### src/sv/lcsfs_pkg.sv
// Shared types and constants for the LED chain SPI frame serializer.
package lcsfs_pkg;

    localparam int WORD_BITS = 16;
    localparam int MAX_CHAIN = 4;

    localparam logic [1:0] KIND_SINGLE    = 2'd0;
    localparam logic [1:0] KIND_BROADCAST = 2'd1;
    localparam logic [1:0] KIND_ROW       = 2'd2;
    localparam logic [1:0] KIND_RESERVED  = 2'd3;

    // Register address of the first digit (row) register.
    localparam logic [3:0] DIGIT0_REG = 4'h1;

    typedef struct packed {
        logic [1:0] kind;
        logic [1:0] channel;
        logic [3:0] reg_addr;
        logic [7:0] data_0;
        logic [7:0] data_1;
        logic [7:0] data_2;
        logic [7:0] data_3;
    } t_cmd;

endpackage

### src/sv/lcsfs_frame_build.sv
// Combinational assembly of one left-aligned SPI frame from a write command.
module lcsfs_frame_build #(
    parameter int CHAIN_LENGTH = 4
) (
    input  lcsfs_pkg::t_cmd                                i_cmd,
    output logic [lcsfs_pkg::WORD_BITS*CHAIN_LENGTH-1:0]  o_frame
);

    localparam int FRAME_BITS = lcsfs_pkg::WORD_BITS * CHAIN_LENGTH;

    logic [7:0] w_data [lcsfs_pkg::MAX_CHAIN];
    logic [3:0] w_row_reg;

    assign w_data[0] = i_cmd.data_0;
    assign w_data[1] = i_cmd.data_1;
    assign w_data[2] = i_cmd.data_2;
    assign w_data[3] = i_cmd.data_3;

    // Row index wraps to three bits before the digit offset is added.
    assign w_row_reg = lcsfs_pkg::DIGIT0_REG + {1'b0, i_cmd.reg_addr[2:0]};

    for (genvar p = 0; p < CHAIN_LENGTH; p++) begin : g_pos
        logic [15:0] w_word;

        always_comb begin
            case (i_cmd.kind)
                lcsfs_pkg::KIND_SINGLE: begin
                    // A channel beyond the chain matches no position: all no-ops.
                    if (i_cmd.channel == 2'(p)) begin
                        w_word = {4'h0, i_cmd.reg_addr, i_cmd.data_0};
                    end else begin
                        w_word = '0;
                    end
                end
                lcsfs_pkg::KIND_BROADCAST: begin
                    w_word = {4'h0, i_cmd.reg_addr, i_cmd.data_0};
                end
                lcsfs_pkg::KIND_ROW: begin
                    w_word = {4'h0, w_row_reg, w_data[p]};
                end
                default: begin
                    w_word = '0;
                end
            endcase
        end

        assign o_frame[FRAME_BITS-1-lcsfs_pkg::WORD_BITS*p -: lcsfs_pkg::WORD_BITS] = w_word;
    end

endmodule

### src/sv/led_chain_spi_frame_serializer_core.sv
// Top level of the LED chain SPI frame serializer: command buffer and bit shifter.
//
//  Channel | Dir | tdata (low bit up)                                   | tuser | tlast
//  s       | in  | channel[1:0] reg_addr[3:0] data_0..data_3 [7:0], pad | kind  | -
//  m       | out | serial_bit, pad                                      | -     | frame_end
//
// One command yields 16*CHAIN_LENGTH output transactions, one bit per cycle from the frame
// shift register whenever the output is not stalled.
// A one-entry frame buffer takes the next command while the current frame shifts
// out; the buffered frame loads in the cycle the last bit is taken.
// Reserved-kind commands are accepted and dropped. Reset empties buffer and shifter.
// Backpressure on the output holds the shifter; input ready drops while the buffer is full.
module led_chain_spi_frame_serializer_core #(
    parameter int CHAIN_LENGTH = 4
) (
    input  logic        i_clk,
    input  logic        i_rst_n,
    input  logic        s_tvalid,
    output logic        s_tready,
    input  logic [39:0] s_tdata,   // channel[1:0], reg_addr[5:2], data_0..data_3 [37:6], zeros
    input  logic [1:0]  s_tuser,   // kind[1:0]
    output logic        m_tvalid,
    input  logic        m_tready,
    output logic [7:0]  m_tdata,   // serial_bit[0], zeros
    output logic        m_tlast
);

    localparam int FRAME_BITS = lcsfs_pkg::WORD_BITS * CHAIN_LENGTH;
    localparam int CNT_W      = $clog2(FRAME_BITS + 1);

    lcsfs_pkg::t_cmd         w_cmd;
    logic [FRAME_BITS-1:0]   w_frame;

    logic [FRAME_BITS-1:0]   r_hold,  n_hold;
    logic                    r_hold_valid, n_hold_valid;
    logic [FRAME_BITS-1:0]   r_shift, n_shift;
    logic [CNT_W-1:0]        r_bits,  n_bits;

    logic in_acc, out_acc, out_last_acc, shift_load;

    assign w_cmd.kind     = s_tuser;
    assign w_cmd.channel  = s_tdata[1:0];
    assign w_cmd.reg_addr = s_tdata[5:2];
    assign w_cmd.data_0   = s_tdata[13:6];
    assign w_cmd.data_1   = s_tdata[21:14];
    assign w_cmd.data_2   = s_tdata[29:22];
    assign w_cmd.data_3   = s_tdata[37:30];

    lcsfs_frame_build #(
        .CHAIN_LENGTH(CHAIN_LENGTH)
    ) u_build (
        .i_cmd   (w_cmd),
        .o_frame (w_frame)
    );

    assign s_tready     = ~r_hold_valid;
    assign in_acc       = s_tvalid & s_tready;
    assign m_tvalid     = (r_bits != '0);
    assign m_tlast      = (r_bits == CNT_W'(1));
    assign m_tdata      = {7'b0, r_shift[FRAME_BITS-1]};
    assign out_acc      = m_tvalid & m_tready;
    assign out_last_acc = out_acc & m_tlast;
    assign shift_load   = r_hold_valid & (~m_tvalid | out_last_acc);

    always_comb begin
        n_hold       = r_hold;
        n_hold_valid = r_hold_valid;
        n_shift      = r_shift;
        n_bits       = r_bits;
        if (shift_load) begin
            n_hold_valid = 1'b0;
            n_shift      = r_hold;
            n_bits       = CNT_W'(FRAME_BITS);
        end else if (out_acc) begin
            n_shift = {r_shift[FRAME_BITS-2:0], 1'b0};
            n_bits  = r_bits - CNT_W'(1);
        end
        // The buffer is empty whenever a command is accepted, so no clash with the load.
        if (in_acc && (w_cmd.kind != lcsfs_pkg::KIND_RESERVED)) begin
            n_hold       = w_frame;
            n_hold_valid = 1'b1;
        end
    end

    always_ff @(posedge i_clk) begin
        if (!i_rst_n) begin
            r_hold_valid <= 1'b0;
            r_bits       <= '0;
        end else begin
            r_hold_valid <= n_hold_valid;
            r_bits       <= n_bits;
        end
        r_hold  <= n_hold;
        r_shift <= n_shift;
    end

`ifndef NO_ASSERTIONS
    a_bits_range: assert property (@(posedge i_clk) disable iff (!i_rst_n)
        r_bits <= CNT_W'(FRAME_BITS))
        else $error("bit counter above frame length");

    a_idle_loads: assert property (@(posedge i_clk) disable iff (!i_rst_n)
        (r_hold_valid && !m_tvalid) |=> (r_bits == CNT_W'(FRAME_BITS)))
        else $error("buffered frame not loaded into idle shifter");

    a_last_empties: assert property (@(posedge i_clk) disable iff (!i_rst_n)
        (out_last_acc && !r_hold_valid) |=> !m_tvalid)
        else $error("output still valid after frame end with empty buffer");

    a_reserved_drop: assert property (@(posedge i_clk) disable iff (!i_rst_n)
        (in_acc && s_tuser == lcsfs_pkg::KIND_RESERVED) |=> !r_hold_valid)
        else $error("reserved command produced a frame");

    a_stall_hold: assert property (@(posedge i_clk) disable iff (!i_rst_n)
        (m_tvalid && !m_tready) |=> ($stable(r_bits) && $stable(r_shift)))
        else $error("shifter moved during output stall");
`endif

endmodule
### config.mk
export PLATFORM = sky130hd
export DESIGN_NAME = led_chain_spi_frame_serializer_core
export DESIGN_NICKNAME = d
export VERILOG_FILES = /design/src/sv/lcsfs_pkg.sv /design/src/sv/lcsfs_frame_build.sv /design/src/sv/led_chain_spi_frame_serializer_core.sv
export SDC_FILE = /design/constraint.sdc
export NUM_CORES = 1
export LEC_CHECK = 0
export ABC_AREA = 1
export BUFFER_PORTS_ARGS = -buffer_cell sky130_fd_sc_hd__buf_2
export CAP_MARGIN = 10
export CORE_MARGIN = 2
export CORE_UTILIZATION = 46
export CTS_CLUSTER_DIAMETER = 30
export DETAILED_ROUTE_END_ITERATION = 16
export PLACE_DENSITY = 0.62
export SLEW_MARGIN = 10
export SYNTH_ARGS = -nofsm -noshare
export SYNTH_HDL_FRONTEND = slang
export SYNTH_SLANG_ARGS = --single-unit
### constraint.sdc
create_clock -name i_clk -period 10.3 [get_ports i_clk]
set_input_delay 2.06 -clock i_clk [delete_from_list [all_inputs] [get_ports i_clk]]
set_output_delay 2.06 -clock i_clk [all_outputs]
set_load 0.02 [all_outputs]
# Yosys cells after proc, flatten, opt, wreduce, memory -nomap -nowiden
# Index checks and enable logic that the tools add are counted.
dict set report op_classes {
  add_sub_neg 2
  bitwise 8
  n_mux 14
  n_eq_ne 7
  n_reduce_logical 7
}
# operator n
set ops {}
lappend ops {{$pmux 12 s3} 4}
lappend ops {{$mux 64} 2}
lappend ops {{$mux 12} 4}
lappend ops {{$mux 7} 2}
lappend ops {{$eq 7x1->1 const B} 1}
lappend ops {{$reduce_bool 7->1} 1}
lappend ops {{$sub 7x1->7 const B} 1}
lappend ops {{$eq 2x2->1 const B} 3}
lappend ops {{$add 1x3->4 const A} 1}
lappend ops {{$and 1x1->1} 4}
lappend ops {{$eq 2x1->1 const B} 2}
lappend ops {{$logic_not 2->1} 2}
lappend ops {{$reduce_bool 2->1} 2}
lappend ops {{$not 1->1} 3}
lappend ops {{$mux 1} 2}
lappend ops {{$ne 2x2->1 const B} 1}
lappend ops {{$reduce_or 2->1} 1}
lappend ops {{$logic_and 1x1->1} 1}
lappend ops {{$or 1x1->1} 1}
dict set report word_totals {
  regBits 136
  input_bits 46
  out_inout_bits 11
  elab_cells 43
}

# Longest topological paths before layout
# Gate-level depths: netlist of run 1.
dict set report depth {
  depth_word 7
  depth_mapped 11
  ltp_nobuf 9
}

# Hierarchy
# A second synthesis of run 1 with hierarchy kept.
dict set report unflattened {
  cells_unflattened 610
  area_unflattened_um2 6346.1
}
# mod n_inst seq_area_each_um2 cells_per_inst area_each_um2
set modules_own_cells {}
lappend modules_own_cells {led_chain_spi_frame_serializer_core 1 4003.8 418 5449.0}
lappend modules_own_cells {lcsfs_frame_build 1 0.0 192 897.1}

# Least setup slack after synthesis of run 1
# Ideal clock, no wire load.
dict set report synth_path {
  kind {input to register}
  start {input port s_tuser[0]}
  end {register r_hold[0], enable pin}
  path_buffers 0
  path_stages 3
  required_time_ps 9845
  setup_time_ps 455
  setup_slack_ps 5503
  arrival_time_ps 4342
  path_cell_list {nand2_1 > inv_1 > nor2_1}
}
dict set report synth_between {
  elab_chain_cells 2
}
# item line_no
set synth_lines {}
lappend synth_lines {{from (decl)} led_chain_spi_frame_serializer_core.sv:21} ;# input logic [1:0] s_tuser,
lappend synth_lines {{$ne 2x2->1} led_chain_spi_frame_serializer_core.sv:79} ;# if (in_acc && (w_cmd.kind != lcsfs_pkg::KIND_RESERVED)) begin
lappend synth_lines {{$logic_and 1x1->1} led_chain_spi_frame_serializer_core.sv:79}
lappend synth_lines {{to (signal assigned)} led_chain_spi_frame_serializer_core.sv:93} ;# r_hold <= n_hold;
lappend synth_lines {{to (decl)} led_chain_spi_frame_serializer_core.sv:34} ;# logic [FRAME_BITS-1:0] r_hold, n_hold;
# No other way between the ends.
# A chain may end at the register's enable or synchronous reset.

# Worst setup path in the final report of run 1
dict set report layout_path {
  start {input port m_tready}
  end {register r_shift[16] (data pin)}
}
dict set report layout_between {
  elab_chain_cells 5
}
# item line_no
set layout_lines {}
lappend layout_lines {{from (decl)} led_chain_spi_frame_serializer_core.sv:23} ;# input logic m_tready,
lappend layout_lines {{$and 1x1->1} led_chain_spi_frame_serializer_core.sv:61} ;# assign out_acc = m_tvalid & m_tready;
lappend layout_lines {{$and 1x1->1} led_chain_spi_frame_serializer_core.sv:62} ;# assign out_last_acc = out_acc & m_tlast;
lappend layout_lines {{$or 1x1->1} led_chain_spi_frame_serializer_core.sv:63} ;# assign shift_load = r_hold_valid & (~m_tvalid | out_last_acc);
lappend layout_lines {{$and 1x1->1} led_chain_spi_frame_serializer_core.sv:63}
lappend layout_lines {{$mux 64} led_chain_spi_frame_serializer_core.sv:70} ;# if (shift_load) begin
lappend layout_lines {{via n_shift[16]} led_chain_spi_frame_serializer_core.sv:36} ;# logic [FRAME_BITS-1:0] r_shift, n_shift;
lappend layout_lines {{to (signal assigned)} led_chain_spi_frame_serializer_core.sv:94} ;# r_shift <= n_shift;
lappend layout_lines {{to (decl)} led_chain_spi_frame_serializer_core.sv:36}
# The timed path passes the listed nets, and every way through them passes these cells.

==> key figures, run 1 <==
STA
  • Clock tree skew after final layout: ~0.006 ns
  • Slew at the pin closest to its max-slew limit: 1.01 ns
  • RSZ-0062 raised after global routing: false
  • Crit path setup slack, layout: 6.67 ns
  • Max-slew violations: 0
  • Setup TNS Final: 0 ns
  • Min Clock Period, post-route: 3.63 ns
  • Setup-failing EPs final: 0
  • Tightest slew margin relative to the limit: about a third
  • Hold Violations, Final: 0
  • Achievable frequency: between 200 and 300 MHz
  • Crit share post-route: 35.2%

Layout
  • Number of nets at the end of the flow: 616
  • Commonest cells after routing, fill and taps aside: sky130_fd_sc_hd__nand2_1, sky130_fd_sc_hd__edfxtp_1, sky130_fd_sc_hd__buf_2, sky130_fd_sc_hd__inv_1, sky130_fd_sc_hd__nor2_1
  • Post-route insts no fill: 722
  • Area overhead of the layout relative to synthesis: 17.1%
  • Inserted Diodes: 0
  • Most common cell after layout, fill and taps aside: sky130_fd_sc_hd__nand2_1
  • Fillers: 1,014
  • Fraction of final layout cells sized beyond drive strength 1: 18.1%

Placed design
  • Setup slack at placement: 6.21 ns
  • Number of input and output port buffers inserted: 47
  • Gp weighted congestion: 0.858
  • Detailed placer's ending HPWL: 6.83 mm
  • Inst Count DP: 690

Floorplan
  • Horizontal extent of the die: 112 um
  • Area of the placeable core: 11,400 um^2
  • Die Y-Extent: 112 um
  • Area of the die: 12,600 um^2
  • Number of top-level design ports: 57
  • Effective utilization at floorplan: 47.2%
  • Row cnt: 39

Drt
  • Total via count after detailed routing: ~3.6k
  • Met2 Wirelength: 4.91 mm
  • Number of DRC violations after detailed-routing iteration 0: 230
  • DRC Markers: 0
  • Highest Signal Layer: met4
  • Drt first pass iters: 5
  • Routed via count divided by cell count: 5.01
  • Wirelength per Cell: 14.5 um
  • DRT antenna net count: 0
  • Wire length after detailed routing: 10.4 mm
  • Met3 wire length: 646 um
  • Met1 Routed Length: 4.72 mm

Global routing
  • Pin count of the biggest net entering global routing: 66
  • First-pass GRT wire length: 17.3 mm
  • Number of antenna violations at the first check in global routing: 0
  • Number of global-route vias before repair: 3,592
  • Overall Global Routing Usage: between 10% and 20%
  • Leftover overflow at the end of global routing: 0

Critical path
  • Critical path required time: 10.46 ns
  • Slowest stage cell, crit path: sky130_fd_sc_hd__inv_2
  • Stage delay of the slowest cell on the critical path: 0.53 ns
  • CP cell instances: buf_2 > nand3_2 > nand2_2 > buf_4 > inv_2 > nand2_1 > nand2_1
  • Kind of start point of the critical path: input pin
  • Data arrival time at the worst-slack endpoint: around 3.8 ns
  • Number of cell instances on the worst register-to-register path: 10
  • FF-to-FF Start: r_bits[0]
  • Crit path max fanout: 65
  • Critical path start-end classification: input pin to register
  • Register-to-register setup slack: 7.55 ns
  • Endpoint of the worst-slack reg-to-reg timing path: r_shift[16]
  • Critical Path End Type: register
  • Most repeated library cell on the critical path: sky130_fd_sc_hd__nand2_1

Synth
  • Warning count from the yosys run: 0
  • Yosys top cell by area: sky130_fd_sc_hd__edfxtp_1
  • Post-synthesis async set-or-reset flop share: 0%
  • Number of cells produced by synthesis: 517
  • Commonest register cell after synthesis: sky130_fd_sc_hd__edfxtp_1
  • Number of flops mapped to enable cells by yosys: 112
  • Leading cell types by total area after synthesis: sky130_fd_sc_hd__edfxtp_1, sky130_fd_sc_hd__nand2_1, sky130_fd_sc_hd__o211ai_1
  • Post-synthesis instance area: approximately 5400 um^2
  • Portion of synthesized cell area occupied by the leading cell type: a little over three fifths
  • Part of the Yosys area used for sequential elements: 65.4%
  • Yosys cell types: 28
  • Synthesized area per cell: approximately 10 um^2
  • #FFs+latches synth: between 100 and 150

Clock network
  • Clk buf depth: 2
  • Clock latency on the worst-skew pair: 0.41 ns
  • Library cell used as clock root buffer: sky130_fd_sc_hd__clkbuf_16
  • CTS buffer count: 17
  • Sink Count: 120
  • Buffers inserted by post-CTS timing repair: 0
  • Clock transition at the registers of the reported paths: around 0.050 ns
  • Number of gates resized after CTS: 0
  • CTS tree: yes
  • Number of hold-repair buffers added at the cts stage: 0
  • H-Tree Depth: 4

Power
  • Fraction of power consumed by the clock network: between 30% and 40%
  • IR drop worst, VDD: 256 uV
  • Combinational group share of total power: 24.3%
  • Net switching power figure: about 600 uW
  • Sw Ratio: 30.6%
  • Internal power summed over all cells: 1350 uW
  • Cell leakage power: 0.00262 uW
  • Total power density per cell area: 310 nW/um^2
  • Seq pwr share: 44.2%
  • Power after layout: 1950 uW

Run status
  • Outcome: completed

Flow run
  • Max Cap Viol: 0

Min path
  • Capture endpoint of the worst hold path: r_bits[1]
  • Path type of the worst min-delay path: register to register
  • Startpoint of the worst hold path: r_bits[1]
  • Min-Delay Path Depth: 2
## flip-flops by register name, indices dropped and copies added (netlist names)
| name | cells |
|---|---|
| r_hold | 48 |
| r_shift | 64 |
| r_bits | 7 |
| r_hold_valid | 1 |
## synthesized netlist by cell type (4+ instances only)
library cell / n
sky130_fd_sc_hd__buf_6: 9
sky130_fd_sc_hd__nand4_1: 4
sky130_fd_sc_hd__clkbuf_1: 6
sky130_fd_sc_hd__o21ai_0: 17
sky130_fd_sc_hd__nand2_2: 14
sky130_fd_sc_hd__a21oi_1: 6
sky130_fd_sc_hd__nand3_1: 5
sky130_fd_sc_hd__ha_1: 4
sky130_fd_sc_hd__buf_4: 9
sky130_fd_sc_hd__edfxtp_1: 112
sky130_fd_sc_hd__nor2_1: 34
sky130_fd_sc_hd__o211ai_1: 24
sky130_fd_sc_hd__nand2_1: 213
sky130_fd_sc_hd__inv_1: 33
sky130_fd_sc_hd__dfxtp_1: 8
## routing by layer
layer / up-vias / track usage (%)
li1: 1802 / -
met3: 20 / 5.83
met4: 0 / 7.56
met2: 114 / 28.4
met5: - / 0
met1: 1679 / 22.8
## cells by family (layout without fill, tap and decap cells)
family          count (synthesis)  in the layout  share of synthesized area (%)
simple gates                  277            277                           20.8
xor+xnor                        4              4                          0.651
buf+inv                        61            117                           6.20
fa+ha+maj                       4              4                          0.929
compound gates                 50             50                           5.92
other cells                     1              7                         0.0696
flops                         120            120                           65.4
## area by class of cell
class | count | area [um^2] | area share (%)
repair buffers | 51 | 265 | 4.21
clock inverters | 6 | 41.3 | 0.655
flip-flops and latches | 120 | 3520 | 55.9
multi-input cells | 342 | 1560 | 24.8
well taps | 143 | 179 | 2.84
clock buffers | 26 | 607 | 9.62
inverters | 34 | 128 | 2.02
## power by group through the flow
stage,Combinational (uW),Sequential [uW],Clock [uW]
2_1_floorplan,387,864,0
3_3_place_gp,463,864,0
3_5_place_dp,480,871,0
4_1_cts,482,865,624
5_1_grt,557,881,647
6_report,474,863,616
## worst max-delay path, delay by kind of cell
family	cells	cell delay (ns)
buf+inv	3	1.16
simple gates	4	0.51
## per-stage QoR
stage	hold WS, ns	utilization (%)	cell area (um^2)
2_1_floorplan	0.454	-	5410
3_3_place_gp	0.464	49.5	5660
3_5_place_dp	0.475	49.5	5660
4_1_cts	0.484	55.2	6300
5_1_grt	0.508	55.2	6300
6_report	0.484	55.2	6300
## worst max-delay path by stage
stage,startpoint,to,slack [ns],depth (start not counted)
3_5_place_dp,m_tready,r_shift[16],6.21,7
6_report,m_tready,r_shift[16],6.67,7
3_3_place_gp,m_tready,r_shift[16],6.23,7
5_1_grt,m_tready,r_shift[16],6.48,7
4_1_cts,m_tready,r_shift[16],6.65,7
2_1_floorplan,s_tuser[0],r_hold[0],5.50,3
Note: power is estimated with default switching activity, not from simulation.
==> run 2, diff against run 1 <==
PLACE_DENSITY = 0.64   (was 0.62)
clock period = 3.2 ns   (was 10.3 ns; I/O delays follow)
==> run 2 against run 1 <==
Clock power rose to 3.2 times the previous value. Clock skew is 0.0025 ns higher. Sequential cell count stayed put. Sequential share of layout area decreased by 0.23 points. Global-route usage increased by 0.11 points. Register-to-register slack got worse by 6.4 ns. Critical path type is now register to output port. Largest cell class unchanged. Largest power group unchanged.
==> key figures, run 2 (synthesis results as in run 1) <==
Clock network
  • Number of hold-repair buffers added at the cts stage: 0 (unchanged)
  • Clk buf depth: 2 (unchanged)
  • Clock transition at the registers of the reported paths: 0.06 ns (was 0.05 ns)
  • CTS buffer count: 17 (unchanged)
  • Buffers inserted by post-CTS timing repair: 0 (unchanged)
  • Sink Count: 120 (unchanged)
  • H-Tree Depth: 4 (unchanged)
  • Clock latency on the worst-skew pair: 0.41 ns (about the same)
  • CTS tree: yes (unchanged)
  • Library cell used as clock root buffer: sky130_fd_sc_hd__clkbuf_16 (unchanged)
  • Number of gates resized after CTS: 0 (unchanged)

Global routing
  • Pin count of the biggest net entering global routing: 65 (was 66)
  • Number of global-route vias before repair: 3,618 (was 3,592)
  • First-pass GRT wire length: 17.6 mm (was 17.3 mm)
  • Number of antenna violations at the first check in global routing: 0 (unchanged)
  • Overall Global Routing Usage: 18.0% (was 17.9%)
  • Leftover overflow at the end of global routing: 0 (unchanged)

Drt
  • DRC Markers: 0 (unchanged)
  • Total via count after detailed routing: 3,664 (was 3,615)
  • Wire length after detailed routing: 10.6 mm (was 10.4 mm)
  • Drt first pass iters: 5 (unchanged)
  • Routed via count divided by cell count: 5.07 (was 5.01)
  • DRT antenna net count: 0 (unchanged)
  • Wirelength per Cell: 14.7 um (was 14.5 um)
  • Number of DRC violations after detailed-routing iteration 0: 240 (was 230)

STA
  • Achievable frequency: 473 MHz
  • Hold Violations, Final: 0 (unchanged)
  • Setup TNS Final: 0 ns (unchanged)
  • Crit path setup slack, layout: 1.09 ns (was 6.67 ns)
  • Setup-failing EPs final: 0 (unchanged)
  • Slew at the pin closest to its max-slew limit: 0.930 ns (was 1.01 ns)
  • Clock tree skew after final layout: 0.00859 ns (was 0.00612 ns)
  • Max-slew violations: 0 (unchanged)
  • Min Clock Period, post-route: 2.11 ns
  • Crit share post-route: 66.0%
  • Tightest slew margin relative to the limit: 37.5% (was 32.5%)
  • RSZ-0062 raised after global routing: false (unchanged)

Critical path
  • Slowest stage cell, crit path: sky130_fd_sc_hd__dfxtp_1 (was sky130_fd_sc_hd__inv_2)
  • Data arrival time at the worst-slack endpoint: 1.47 ns (was 3.78 ns)
  • CP cell instances: inv_1 > ha_1 > nand2_2 > inv_1 > nand2_1 > buf_2 (was buf_2 > nand3_2 > nand2_2 > buf_4 > inv_2 > nand2_1 > nand2_1)
  • Most repeated library cell on the critical path: sky130_fd_sc_hd__inv_1 (was sky130_fd_sc_hd__nand2_1)
  • Crit path max fanout: 6 (was 65)
  • Worst Path Buf+Inv: 3 (unchanged)
  • Critical path start-end classification: register to output port (was input pin to register)
  • Critical Path End Type: output port (was register)
  • Kind of start point of the critical path: register (was input pin)
  • Critical path required time: 2.56 ns (was 10.46 ns)
  • Cell family with most CP delay: flip-flops (was buffers and inverters)
  • Stage delay of the slowest cell on the critical path: 0.35 ns (was 0.53 ns)

Floorplan
  • Effective utilization at floorplan: 47.2% (unchanged)
  • Number of top-level design ports: 57 (unchanged)
  • Area of the die: 12,600 um^2 (unchanged)
  • Area of the placeable core: 11,400 um^2 (unchanged)
  • Row cnt: 39 (unchanged)
  • Horizontal extent of the die: 112 um (unchanged)
  • Die Y-Extent: 112 um (unchanged)

Layout
  • Number of nets at the end of the flow: 617 (was 616)
  • Fraction of final layout cells sized beyond drive strength 1: 18.3% (was 18.1%)
  • Post-route insts no fill: 723 (was 722)
  • Fillers: 1,004 (was 1,014)
  • Largest register FFs: 64 (unchanged)
  • Area overhead of the layout relative to synthesis: 17.5% (was 17.1%)
  • Inserted Diodes: 0 (unchanged)
  • Most common cell after layout, fill and taps aside: sky130_fd_sc_hd__nand2_1 (unchanged)
  • Largest registers: r_shift x64, r_hold x48, r_bits x7 (unchanged)
  • Register with the most flip-flops: r_shift (unchanged)
  • Commonest cells after routing, fill and taps aside: sky130_fd_sc_hd__nand2_1, sky130_fd_sc_hd__edfxtp_1, sky130_fd_sc_hd__buf_2, sky130_fd_sc_hd__inv_1, sky130_fd_sc_hd__nor2_1 (unchanged)
  • Utilization of the core after routing: 55.4% (was 55.2%)

Placed design
  • Setup slack at placement: 0.933 ns (was 6.21 ns)
  • Gp weighted congestion: 0.823 (was 0.858)
  • Number of input and output port buffers inserted: 47 (unchanged)
  • Inst Count DP: 691 (was 690)
  • Detailed placer's ending HPWL: 6.77 mm (was 6.83 mm)

Power
  • Power after layout: 6350 uW (was 1950 uW)
  • IR drop worst, VDD: 966 uV (was 256 uV)
  • Cell leakage power: 0.00262 uW (about the same)
  • Total power density per cell area: 1000 nW/um^2 (was 310 nW/um^2)

Flow run
  • Max Cap Viol: 0 (unchanged)

Min path
  • Path type of the worst min-delay path: input pin to register (was register to register)

Run status
  • Outcome: completed (unchanged)
run 2: worst paths after layout:
kind	slack [ns]	cells after the start	start	endpoint
max	1.09	6	r_bits[0]	m_tvalid
min	0.49	3	i_rst_n	r_hold_valid
max reg2reg	1.15	8	r_bits[0]	r_shift[30]
min reg2reg	0.49	2	r_bits[0]	r_bits[0]
run 2: cell type report:
| class | count | area [um^2] | area share [%] |
|---|---|---|---|
| well taps | 143 | 179 | 2.83 |
| clock buffers | 17 | 425 | 6.72 |
| inverters | 34 | 128 | 2.02 |
| repair buffers | 52 | 310 | 4.90 |
| flip-flops and latches | 120 | 3520 | 55.7 |
| multi-input cells | 342 | 1560 | 24.7 |
| clock inverters | 15 | 201 | 3.18 |
run 2: metal layers:
metal	GRT usage [%]	share of wire, %
met4	7.40	1.6
met1	23.8	45
met2	28.3	47
met3	5.24	6.2
met5	0	0
run 2: metrics by stage:
| stage | hold slack [ns] | instance area (um^2) |
|---|---|---|
| floorplan | 0.454 | 5410 |
| global placement | 0.471 | 5700 |
| detailed placement | 0.483 | 5700 |
| CTS | 0.470 | 6330 |
| global route | 0.493 | 6330 |
| finish | 0.487 | 6330 |
run 2: worst min-delay path, stage by stage:
cell,delay [ns]
sky130_fd_sc_hd__buf_2,0.11
sky130_fd_sc_hd__nand2_1,0.05
sky130_fd_sc_hd__nand2_1,0.06
run 2: power by group:
part / switching (uW) / leakage (uW) / total [uW] / internal [uW]
combinational: 1090 / 0.00118 / 1600 / 504
sequential: 185 / 0.00115 / 2770 / 2580
clock: 687 / 0.000291 / 1990 / 1300
total: 1970 / 0.00262 / 6350 / 4390
==> run 3, diff against run 2 <==
clock period = 1.9 ns   (was 3.2 ns; I/O delays follow)
==> run 3 against run 2 <==
Wire length fell by 3.1%. Clock power rose by 59%. Count of clock-buffer cells in the layout rose by 1. Sequential power rose by 69%. Sequential share of layout area fell by 0.58 points. Register-to-register slack got worse by 1.0 ns. Setup slack got worse by 0.99 ns. Combinational power rose by 74%. Via count rose by 0.16%. Critical endpoint unchanged. Largest cell class unchanged.
==> key figures, run 3 (synthesis results as in run 1) <==
Run status
  • Outcome: completed (unchanged)

STA
  • Max-slew violations: 0 (unchanged)
  • RSZ-0062 raised after global routing: false (unchanged)
  • Setup TNS Final: 0 ns (unchanged)
  • Hold Violations, Final: 0 (unchanged)
  • Worst-case hold slack: 0.220 ns (was 0.487 ns)
  • Crit share post-route: 95.0%
  • Clock tree skew after final layout: 0.00667 ns (was 0.00859 ns)
  • Crit path setup slack, layout: 0.0959 ns (was 1.09 ns)
  • Setup-failing EPs final: 0 (unchanged)
  • Tightest slew margin relative to the limit: 64.9% (was 37.5%)
  • Achievable frequency: 554 MHz
  • Slew at the pin closest to its max-slew limit: 0.524 ns (was 0.930 ns)
  • Min Clock Period, post-route: 1.80 ns

Drt
  • Wirelength per Cell: 14.1 um (was 14.7 um)
  • Drt first pass iters: 5 (unchanged)
  • Total via count after detailed routing: 3,670 (was 3,664)
  • Wire length after detailed routing: 10.3 mm (was 10.6 mm)
  • DRT antenna net count: 0 (unchanged)
  • Routed via count divided by cell count: 5.03 (was 5.07)
  • DRC Markers: 0 (unchanged)
  • Number of DRC violations after detailed-routing iteration 0: 177 (was 240)

Global routing
  • First-pass GRT wire length: 16.9 mm (was 17.6 mm)
  • Number of antenna violations at the first check in global routing: 0 (unchanged)
  • Pin count of the biggest net entering global routing: 64 (was 65)
  • Number of global-route vias before repair: 3,594 (was 3,618)
  • Leftover overflow at the end of global routing: 0 (unchanged)
  • Overall Global Routing Usage: 17.5% (was 18.0%)

Layout
  • Commonest cells after routing, fill and taps aside: sky130_fd_sc_hd__nand2_1, sky130_fd_sc_hd__edfxtp_1, sky130_fd_sc_hd__buf_2, sky130_fd_sc_hd__nor2_1, sky130_fd_sc_hd__inv_1 (was sky130_fd_sc_hd__nand2_1, sky130_fd_sc_hd__edfxtp_1, sky130_fd_sc_hd__buf_2, sky130_fd_sc_hd__inv_1, sky130_fd_sc_hd__nor2_1)
  • Register with the most flip-flops: r_shift (unchanged)
  • Fraction of final layout cells sized beyond drive strength 1: 19.3% (was 18.3%)
  • Largest register FFs: 64 (unchanged)
  • Utilization of the core after routing: 56.0% (was 55.4%)
  • Area overhead of the layout relative to synthesis: 18.8% (was 17.5%)
  • Largest registers: r_shift x64, r_hold x48, r_bits x7 (unchanged)
  • Inserted Diodes: 0 (unchanged)
  • Most common cell after layout, fill and taps aside: sky130_fd_sc_hd__nand2_1 (unchanged)
  • Number of nets at the end of the flow: 625 (was 617)
  • Finished layout cell area: 6400 um^2 (was 6330 um^2)

Clock network
  • Sink Count: 120 (unchanged)
  • Library cell used as clock root buffer: sky130_fd_sc_hd__clkbuf_16 (unchanged)
  • Clock latency on the worst-skew pair: 0.41 ns (about the same)
  • CTS buffer count: 17 (unchanged)
  • H-Tree Depth: 4 (unchanged)
  • Clock transition at the registers of the reported paths: 0.05 ns (was 0.06 ns)
  • CTS tree: yes (unchanged)
  • Clk buf depth: 2 (unchanged)
  • Buffers inserted by post-CTS timing repair: 0 (unchanged)

Critical path
  • Critical path start-end classification: register to output port (unchanged)
  • Number of cell instances on the worst register-to-register path: 10 (was 8)
  • Kind of start point of the critical path: register (unchanged)
  • Critical path required time: 1.52 ns (was 2.56 ns)
  • Crit path max fanout: 6 (unchanged)
  • Critical Path End Type: output port (unchanged)
  • Data arrival time at the worst-slack endpoint: 1.42 ns (was 1.47 ns)

Floorplan
  • Area of the placeable core: 11,400 um^2 (unchanged)
  • Number of top-level design ports: 57 (unchanged)
  • Horizontal extent of the die: 112 um (unchanged)
  • Effective utilization at floorplan: 47.2% (unchanged)
  • Row cnt: 39 (unchanged)
  • Die Y-Extent: 112 um (unchanged)
  • Area of the die: 12,600 um^2 (unchanged)

Power
  • IR drop worst, VDD: 1170 uV (was 966 uV)
  • Total power density per cell area: 1660 nW/um^2 (was 1000 nW/um^2)
  • Cell leakage power: 0.00267 uW (was 0.00262 uW)
  • Internal power summed over all cells: 7360 uW (was 4390 uW)
  • Sw Ratio: 30.8% (was 30.9%)
  • Combinational group share of total power: 26.3% (was 25.1%)
  • Net switching power figure: 3270 uW (was 1970 uW)
  • Seq pwr share: 44.0% (was 43.5%)
  • Fraction of power consumed by the clock network: 29.7% (was 31.3%)

Min path
  • Path type of the worst min-delay path: input pin to register (unchanged)
  • Min-Delay Path Depth: 3 (unchanged)

Placed design
  • Gp weighted congestion: 0.850 (was 0.823)
  • Setup slack at placement: 0.0781 ns (was 0.933 ns)
  • Detailed placer's ending HPWL: 6.82 mm (was 6.77 mm)
  • Instance area after placement: 5810 um^2 (was 5700 um^2)
  • Number of input and output port buffers inserted: 47 (unchanged)

Flow run
  • Max Cap Viol: 0 (unchanged)
-- run 3: timing repair --
| item | CTS | global route |
|---|---|---|
| gates resized for setup | 0 | 1 |
| setup endpoints to repair | 0 | 3 |
| hold buffers | 0 | 0 |
-- run 3: power by group through the flow --
stage               combinational, uW  sequential, uW  clock (uW)
floorplan                        2140            4620           0
global placement                 2740            4700           0
detailed placement               2820            4730           0
CTS                              2850            4690        3230
global route                     3180            4770        3350
finish                           2790            4680        3160
-- run 3: cell type report --
| cell class | count | area [um^2] |
|---|---|---|
| clock buffer | 18 | 429 |
| sequential | 120 | 3520 |
| fill | 1015 | 5020 |
| multi-input combinational | 342 | 1580 |
| timing repair buffer | 60 | 408 |
| clock inverter | 13 | 155 |
| inverter | 34 | 128 |
| tap | 143 | 179 |
-- run 3: critical path: stages, from the launching register on --
cell and delay [ns]:
sky130_fd_sc_hd__dfxtp_1 0.36, sky130_fd_sc_hd__inv_2 0.09, sky130_fd_sc_hd__ha_1 0.21, sky130_fd_sc_hd__nand2_2 0.08, sky130_fd_sc_hd__inv_1 0.04, sky130_fd_sc_hd__nand2_1 0.07
sky130_fd_sc_hd__buf_2 0.16
-- run 3: final timing paths --
path	startpoint	to	slack, ns
worst min-delay path	i_rst_n	r_hold_valid	0.22
worst min register to register	r_bits[1]	r_bits[1]	0.49
worst max register to register	r_bits[0]	r_shift[48]	0.15
worst max-delay path	r_bits[0]	m_tvalid	0.1
-- run 3: layer usage --
metal / vias up / track usage [%] / routed length, um
li1: 1830 / - / -
met1: 1705 / 22.1 / 4560
met2: 110 / 27.3 / 4870
met3: 25 / 5.89 / 605
met4: 0 / 8.29 / 258
met5: - / 0 / 0
-- run 3: metrics by stage --
stage | std cells | total power (uW)
2_1_floorplan | 523 | 6770
3_3_place_gp | 699 | 7430
3_5_place_dp | 699 | 7550
4_1_cts | 730 | 10800
5_1_grt | 730 | 11300
6_report | 730 | 10600
